<file path="config.mk">
export PLATFORM = sky130hd
export DESIGN_NAME = rrc_phase
export DESIGN_NICKNAME = d
export VERILOG_FILES = /design/src/hdl/rrc_pkg.sv /design/src/hdl/rrc_phase.sv
export SDC_FILE = /design/constraint.sdc
export NUM_CORES = 1
export LEC_CHECK = 0
export ABC_AREA = 0
export ABC_CLOCK_PERIOD_IN_PS = 10900
export BUFFER_PORTS_ARGS = -buffer_cell sky130_fd_sc_hd__buf_4
export CAP_MARGIN = 20
export CORE_ASPECT_RATIO = 0.5
export CORE_MARGIN = 1.5
export CORE_UTILIZATION = 49
export CTS_BUF_LIST = sky130_fd_sc_hd__clkbuf_16
export DETAILED_ROUTE_END_ITERATION = 16
export GPL_TIMING_DRIVEN = 0
export PLACE_DENSITY = 0.68
export SLEW_MARGIN = 10
export SYNTH_ARGS = -nofsm -noshare
export SYNTH_HDL_FRONTEND = slang
export SYNTH_SLANG_ARGS = --single-unit
</file>
<file path="constraint.sdc">
create_clock -name clk -period 10.9 [get_ports clk]
set_input_delay 0.545 -clock clk [delete_from_list [all_inputs] [get_ports clk]]
set_output_delay 0.545 -clock clk [all_outputs]
set_load 0.01 [all_outputs]
</file>
<file path="src/hdl/rrc_pkg.sv">
// Shared types and constants for the rotated rectangle corner generator.
// No dependencies; every hdl file imports this package.
package rrc_pkg;

  // Field widths
  localparam int CX_W   = 20;   // center coordinate, signed 1/16 pixel
  localparam int SIZE_W = 16;   // full width / height, unsigned 1/16 pixel
  localparam int ANG_W  = 16;   // angle, signed 1/16 degree
  localparam int OUT_W  = 21;   // corner coordinate, signed 1/16 pixel

  // CORDIC datapath: x, y in Q2.30 with headroom, z as phase of 2^32 per turn
  localparam int XY_W = 33;
  localparam int Z_W  = 32;

  localparam int CORDIC_STEPS_DEF = 16;
  localparam int ATAN_ENTRIES     = 24;

  // Start vector pre-scaled by the CORDIC gain, Q30
  localparam logic signed [XY_W-1:0] GAIN_Q30 = 33'sd652032874;

  // Angle reduction: 5760 = 45 * 2^7
  localparam int TURN_UNITS  = 5760;
  localparam int ANG_BIAS    = 6 * TURN_UNITS;
  localparam int SECTOR      = 45;
  localparam int RECIP_45    = 5826;    // ceil(2^18 / 45), exact for x < 10082
  localparam int RECIP_SH    = 18;
  localparam int PHASE_PER_R = 745654;  // floor(2^25 / 45)
  localparam int R_CARRY1    = 12;      // remainder where the rounding term gains 1
  localparam int R_CARRY2    = 34;      // remainder where it gains 2

  // atan(2^-i) in units of 2^32 per turn
  typedef logic signed [Z_W-1:0] atan_tab_t [ATAN_ENTRIES];
  localparam atan_tab_t ATAN_TURN32 = '{
    32'sh20000000, 32'sh12E4051E, 32'sh09FB385B, 32'sh051111D4,
    32'sh028B0D43, 32'sh0145D7E1, 32'sh00A2F61E, 32'sh00517C55,
    32'sh0028BE53, 32'sh00145F2F, 32'sh000A2F98, 32'sh000517CC,
    32'sh00028BE6, 32'sh000145F3, 32'sh0000A2FA, 32'sh0000517D,
    32'sh000028BE, 32'sh0000145F, 32'sh00000A30, 32'sh00000518,
    32'sh0000028C, 32'sh00000146, 32'sh000000A3, 32'sh00000051
  };

  // Rectangle geometry carried alongside the angle path
  typedef struct packed {
    logic signed [CX_W-1:0] cx;
    logic signed [CX_W-1:0] cy;
    logic [SIZE_W-1:0]      w;
    logic [SIZE_W-1:0]      h;
  } geom_t;

endpackage

</file>
<file path="src/hdl/rrc_phase.sv">
// Angle reduction: 1/16 degree angle to a CORDIC phase in [-90, 90] degrees
// plus a half-turn flag. Three register stages. Depends on rrc_pkg.
module rrc_phase
  import rrc_pkg::*;
(
  input  logic                   clk,
  input  logic                   rst,
  input  logic                   rect_valid,
  output logic                   rect_ready,
  input  logic signed [ANG_W-1:0] angle,
  input  geom_t                  rect_geom,
  output logic                   ph_valid,
  input  logic                   ph_ready,
  output logic signed [Z_W-1:0]  ph_z,
  output logic                   ph_flip,
  output geom_t                  ph_geom
);

  localparam int SUB_W = 7;              // 5760 = 45 << 7
  localparam int U_W   = ANG_W + 1;
  localparam int HI_W  = U_W - SUB_W;
  localparam int A_W   = 13;             // reduced angle < 5760
  localparam int Q_W   = 7;
  localparam int R_W   = 6;
  localparam int PH_SH = Z_W - SUB_W;    // 2^32 / 5760 = 2^25 / 45

  localparam logic signed [Z_W-1:0] QTR_POS   = 32'sh4000_0000;
  localparam logic signed [Z_W-1:0] QTR_NEG   = 32'shC000_0000;
  localparam logic signed [Z_W-1:0] HALF_TURN = 32'sh8000_0000;

  logic [2:0] v;
  logic       en;

  logic [A_W-1:0] a0;
  geom_t          g0;
  logic [Q_W-1:0] q1;
  logic [R_W-1:0] r1;
  geom_t          g1;

  // stage 0: bias to positive, then fold the high part modulo 45
  logic signed [U_W:0]    ang_b;
  logic [U_W-1:0]         ang_u;
  logic [HI_W-1:0]        hi;
  logic [HI_W+11:0]       hi_prod;
  logic [3:0]             hi_q;
  logic [HI_W-1:0]        hi_rem;
  logic [A_W-1:0]         a_next;

  // stage 1: split reduced angle into quotient and remainder by 45
  logic [A_W+11:0]        a_prod;
  logic [Q_W-1:0]         q_next;
  logic [A_W-1:0]         r_full;

  // stage 2: phase and quadrant fold
  logic [Z_W-1:0]         ph_u;
  logic signed [Z_W-1:0]  ph_s;
  logic signed [Z_W-1:0]  z_next;
  logic                   flip_next;

  assign en         = !v[2] || ph_ready;
  assign rect_ready = en;
  assign ph_valid   = v[2];

  always_comb begin
    ang_b   = {{2{angle[ANG_W-1]}}, angle} + (U_W+1)'(ANG_BIAS);
    ang_u   = ang_b[U_W-1:0];
    hi      = ang_u[U_W-1:SUB_W];
    hi_prod = (HI_W+12)'(hi) * (HI_W+12)'(RECIP_45);
    hi_q    = hi_prod[RECIP_SH +: 4];
    hi_rem  = hi - HI_W'(hi_q) * HI_W'(SECTOR);
    a_next  = {hi_rem[R_W-1:0], ang_u[SUB_W-1:0]};
  end

  always_comb begin
    a_prod = (A_W+12)'(a0) * (A_W+12)'(RECIP_45);
    q_next = a_prod[RECIP_SH +: Q_W];
    r_full = a0 - A_W'(q_next) * A_W'(SECTOR);
  end

  always_comb begin
    ph_u = {q1, {PH_SH{1'b0}}} + Z_W'(r1) * Z_W'(PHASE_PER_R)
         + Z_W'(r1 >= R_W'(R_CARRY1)) + Z_W'(r1 >= R_W'(R_CARRY2));
    ph_s = ph_u;
    if (ph_s > QTR_POS || ph_s < QTR_NEG) begin
      z_next    = ph_s - HALF_TURN;
      flip_next = 1'b1;
    end else begin
      z_next    = ph_s;
      flip_next = 1'b0;
    end
  end

  always_ff @(posedge clk) begin
    if (rst) begin
      v <= '0;
    end else if (en) begin
      v <= {v[1:0], rect_valid};
    end
  end

  always_ff @(posedge clk) begin
    if (en) begin
      a0      <= a_next;
      g0      <= rect_geom;
      q1      <= q_next;
      r1      <= r_full[R_W-1:0];
      g1      <= g0;
      ph_z    <= z_next;
      ph_flip <= flip_next;
      ph_geom <= g1;
    end
  end

endmodule

</file>
==> impl_metrics.py, run 1 <==
metrics = {
    "critical_path": {
        "cp.arrival_ns": 8.32,
        "crit_type": "in -> reg",
        "cp-end-kind": "register",
        "start_kind": "input pin",
        "slowest_stage": "nor3b_1",
        "slowest_delay_ns": 0.70,
        "timing.rr.end": "r1[5]",
        "worst-r2r-setup-slack_ns": 3.45,
        "rr_startpoint": "a0[5]",
        "reg2reg_depth": 27,
        "cp_common_cell": "ha_1",
        "required_ns": 11.20,
        "cp_max_fo": 5,
    },
    "synthesis": {
        "synth_cells": 1101,
        "syn_area_mm2": 0.0154,
        "ys_seq_elements": 278,
        "ys_types": 76,
        "yosys-top-cells-area": "edfxtp_1, ha_1, fa_1",
        "ys_warn_count": 0,
        "synthArstFlopShare_pct": 0,
        "synth-seq-area-share_pct": 54.1,
        "yosysTopAreaCell": "edfxtp_1",
        "synthFlopType": "edfxtp_1",
        "synth_nets": 1446,
        "synth_edf_count": 275,
        "yosysTopAreaCellShare_pct": 53.7,
        "syn_area_per_cell_um2": 14.0,
    },
    "timing": {
        "fin_crit_sh_pct": 73.5,
        "period_minus_slack_ns": 8.01,
        "hold_violations": 0,
        "max_freq_ghz": 0.125,
        "tns_ns": 0,
        "setup_viol": 0,
        "slew_headroom_pct": 44.7,
        "worst_pin_slew_ns": 0.823,
        "fin_skew_ns": 0.0289,
        "rsz0062_at_grt": "no",
        "slew_violations": 0,
    },
    "clocking": {
        "cts.path.max_buffers": 3,
        "cts.clk_slew.worst_paths_ns": 0.07,
        "cts_resized": 0,
        "postCtsSetupRepairBufs": 0,
        "cts_max_level": 1,
        "clk_latency_ns": 0.55,
        "cts.sinks": 278,
        "cts_hold_buf": 0,
        "cts-root-buf": "clkbuf_16",
        "cts_tree": "yes",
        "cts_buffers": 25,
    },
    "finish": {
        "drive_gt1_share_pct": 20.8,
        "n_fill_cell": 2421,
        "nets": 1675,
        "layout_common_cells": "edfxtp_1, buf_4, inv_1",
        "area_growth_pct": 19.1,
        "final_common_cell": "edfxtp_1",
    },
    "routing": {
        "drc_errors": 0,
        "wl_um": 29000,
        "wl_per_cell_um": 16.3,
        "route.met2.wl_um": 14600,
        "topRoutingLayerUsed": "met4",
        "vias": 8929,
        "wl_met3_um": 1180,
        "drtIter0Drc": 401,
        "via_per_inst": 5.03,
        "ant_nets": 0,
        "firstDrtPassIters": 7,
        "wl_met1_um": 12700,
    },
    "placed_design": {
        "dp_hpwl_um": 22300,
        "port_buffers": 198,
        "gp_congestion": 0.902,
    },
    "global_routing": {
        "grt_pass1_wl_um": 45800,
        "grt_pass1_vias": 9157,
        "groute.usage.overall_pct": 17.9,
        "grt_max_degree": 72,
        "antenna_found_initial": 3,
        "overflow": 0,
    },
    "die": {
        "initial_utilization_pct": 50.2,
        "rows": 45,
        "ioPinCount": 199,
        "dieArea_mm2": 0.0325,
        "coreArea_mm2": 0.0306,
        "die_w_um": 254,
        "die_y_um": 128,
    },
    "min_path": {
        "whs_endpoint": "a0[6]",
        "hold_path_class": "in -> reg",
        "hold_depth": 1,
        "hold_start": "angle[6]",
    },
    "status": {
        "outcome": "finished, final reports clean",
    },
    "run": {
        "cap_violations": 0,
    },
}
==> critical path: cells and delay by family <==
family	cells	cell delay (ns)
adders and majority gates	10	3.61
and+or+nand+nor	3	1.06
xor gates and xnor gates	4	0.73
buffers and inverters	6	0.58
AOI/OAI and AO/OA	8	1.76
==> registers in the layout, summed over array words and instances (netlist names) <==
signal	flops
ph_z	32
a0	13
ph_flip	1
ph_geom	72
r1	6
q1	7
g0	72
v	3
g1	72
==> metal layers <==
layer	track usage [%]	vias to the layer above
li1	-	4359
met5	0	-
met3	3.27	39
met4	4.86	0
met1	22.8	4367
met2	31.5	164
==> cell type report <==
class	count	area, µm²	area share (%)
sequential	278	8320	45.4
multi-input combinational	621	6290	34.3
timing repair buffer	202	1600	8.71
inverter	190	713	3.89
clock buffer	25	626	3.41
tap	423	529	2.89
clock inverter	20	176	0.963
buffer	12	71.3	0.389
antenna	3	7.51	0.0410
==> synth_stat cells, types with 5 or more instances <==
master and n:
a21oi_1 25, a211oi_1 5, nand2b_1 7, o211ai_1 5, xnor2_1 60, o21ai_0 12
nor3_1 13, inv_1 190, nand2_1 29, a31oi_1 7, and3_1 7, a21o_1 18
nor2_1 36, buf_4 6, o2111ai_1 5, ha_1 183, mux2i_1 5, edfxtp_1 275
xor2_1 15, fa_1 70, nand3_1 15, nand4_1 15, or2_2 5
==> cells by family after synthesis <==
family                   synth area share (%)
flip-flops                               54.1
AO/OA/AOI/OAI                            5.76
buffers and inverters                    5.10
XOR/XNOR                                 4.77
AND/OR/NAND/NOR                          5.99
multiplexers                            0.325
adder cells (fa/ha/maj)                  24.0
==> through the flow <==
stage / hold slack [ns] / utilization, % / instances / worst slack [ns] / cell area [µm²]
after floorplan: 0.400 / - / 1101 / 2.83 / 15400
after global placement: 0.400 / 56.8 / 1722 / 0.0423 / 17400
after detailed placement: 0.405 / 57.2 / 1726 / 2.26 / 17500
after CTS: 0.136 / 59.8 / 1771 / 2.83 / 18300
after global routing: 0.135 / 59.8 / 1774 / 2.41 / 18300
final: 0.162 / 59.8 / 1774 / 2.89 / 18300
==> worst max path at each step <==
stage,to,slack (ns),depth (start not counted),from
2_1_floorplan,v[0],2.83,3,ph_ready
3_3_place_gp,rect_ready,0.04,3,ph_ready
3_5_place_dp,a0[12],2.26,31,angle[8]
4_1_cts,a0[12],2.83,31,angle[8]
5_1_grt,a0[12],2.41,31,angle[8]
6_report,a0[12],2.89,31,angle[8]
Power of run 1 is left out: the tool's default activity adds up to more than one toggle a clock period on the data nets, which glitch-free logic cannot reach.
==> run 2: changes to the inputs <==
- ABC_CLOCK_PERIOD_IN_PS: 10900 -> 8100
- clock period: 10.9 -> 8.1 ns (I/O delays scaled with it)
==> run 2 against run 1 <==
Compared with the run above: cell count rose by 0.28%; routed wire length barely moved; register-to-register slack got worse by 2.8 ns; sequential share of layout area fell by 0.17 points; global-route usage barely moved; non-clock buffer count rose by 5; clock skew barely moved; count of clock-buffer cells in the layout did not move; first-iteration DRC count rose by 8.2%; worst hold slack got worse by 0.14 ns; design area rose by 0.38%; via count rose by 0.49%; highest routed layer unchanged.
==> impl_metrics.py, run 2 (synthesized netlist as in run 1, its figures left out) <==
metrics = {
    "status": {
        "outcome": "finished, final reports clean",
    },
    "global_routing": {
        "overflow": 0,
        "grt_pass1_wl_um": 45800,
        "grt_pass1_vias": 9159,
        "groute.usage.overall_pct": 17.9,
        "antenna_found_initial": 3,
        "grt_max_degree": 72,
    },
    "clocking": {
        "cts-root-buf": "clkbuf_16",
        "cts.sinks": 278,
        "postCtsSetupRepairBufs": 0,
        "cts.path.max_buffers": 3,
        "clk_latency_ns": 0.55,
        "cts_buffers": 25,
        "cts.clk_slew.worst_paths_ns": 0.07,
        "cts_tree": "yes",
        "cts_max_level": 1,
    },
    "finish": {
        "reg.largest.list": "g0 x72, g1 x72, ph_geom x72",
        "layout_common_cells": "edfxtp_1, buf_4, inv_1",
        "area_growth_pct": 19.6,
        "final_common_cell": "edfxtp_1",
        "instances_no_fill": 1779,
        "drive_gt1_share_pct": 20.8,
        "stdcell_area_mm2": 0.0184,
        "nets": 1680,
    },
    "timing": {
        "fin_crit_sh_pct": 93.8,
        "setup_viol": 0,
        "hold_violations": 0,
        "max_freq_ghz": 0.132,
        "period_minus_slack_ns": 7.60,
        "worst_pin_slew_ns": 0.872,
        "timing.hold.ws_ns": 0.0241,
        "rsz0062_at_grt": "no",
        "slew_violations": 0,
        "slew_headroom_pct": 41.4,
        "fin_skew_ns": 0.0293,
    },
    "critical_path": {
        "worst-r2r-setup-slack_ns": 0.65,
        "timing.rr.end": "r1[5]",
        "cp.arrival_ns": 7.90,
        "required_ns": 8.40,
        "reg2reg_depth": 27,
        "rr_startpoint": "a0[5]",
        "slowest_delay_ns": 0.54,
        "slowest_stage": "fa_1",
        "start_kind": "input pin",
        "critical_path.top_delay_family": "adder cells",
        "cp_common_cell": "ha_1",
        "cp_max_fo": 5,
        "crit_buf_inv": 6,
        "crit_type": "in -> reg",
        "cp-end-kind": "register",
    },
    "routing": {
        "drc_errors": 0,
        "ant_nets": 0,
        "firstDrtPassIters": 4,
        "topRoutingLayerUsed": "met4",
        "route.met2.wl_um": 14600,
        "drtIter0Drc": 434,
        "vias": 8973,
        "wl_per_cell_um": 16.3,
        "wl_met1_um": 12700,
        "via_per_inst": 5.04,
        "wl_um": 29000,
        "wl_met3_um": 1220,
    },
    "min_path": {
        "hold_path_class": "in -> reg",
        "hold_depth": 1,
        "whs_endpoint": "g0[62]",
        "hold_start": "rect_geom[62]",
    },
    "run": {
        "cap_violations": 0,
    },
    "placed_design": {
        "place_inst": 1726,
        "place_area_mm2": 0.0175,
        "gp_congestion": 0.902,
        "dp_hpwl_um": 22300,
        "port_buffers": 198,
    },
    "die": {
        "rows": 45,
        "ioPinCount": 199,
        "die_y_um": 128,
        "coreArea_mm2": 0.0306,
        "die_w_um": 254,
        "dieArea_mm2": 0.0325,
        "initial_utilization_pct": 50.2,
    },
}
==> run 2: routing by layer <==
metal / vias up / GRT usage [%]
li1: 4371 / -
met1: 4404 / 22.8
met2: 157 / 31.5
met3: 41 / 3.27
met4: 0 / 4.86
met5: - / 0
==> run 2: per-stage QoR <==
step	worst slack (ns)	TNS (ns)	util [%]
4_1_cts	0.170	0	59.8
3_5_place_dp	-0.397	-0.397	57.2
5_1_grt	0.0438	0	60.1
6_report	0.500	0	60.1
2_1_floorplan	0.175	0	-
3_3_place_gp	-2.48	-539.63	56.8
==> run 2: worst max-delay path by stage <==
stage | start | end | cells after the start
floorplan | ph_ready | v[0] | 3
global placement | ph_ready | rect_ready | 3
detailed placement | angle[8] | a0[12] | 31
CTS | angle[8] | a0[12] | 31
global route | angle[8] | a0[12] | 31
finish | angle[8] | a0[12] | 31
==> run 2: final cells by class <==
type | count | area [µm²]
Sequential cell | 278 | 8320
Tap cell | 423 | 529
Buffer | 12 | 71.3
Fill cell | 2412 | 12200
Timing Repair Buffer | 207 | 1650
Antenna cell | 3 | 7.51
Clock inverter | 20 | 176
Inverter | 190 | 713
Clock buffer | 25 | 626
Multi-Input combinational cell | 621 | 6310
==> run 2: repair_timing <==
item | CTS | global route
setup endpoints to repair | 0 | 1
gates resized for setup | 0 | 3
hold buffers | 1 | 4
endpoints found under the hold margin | 1 | 4
Power of run 2 is left out for the same reason.
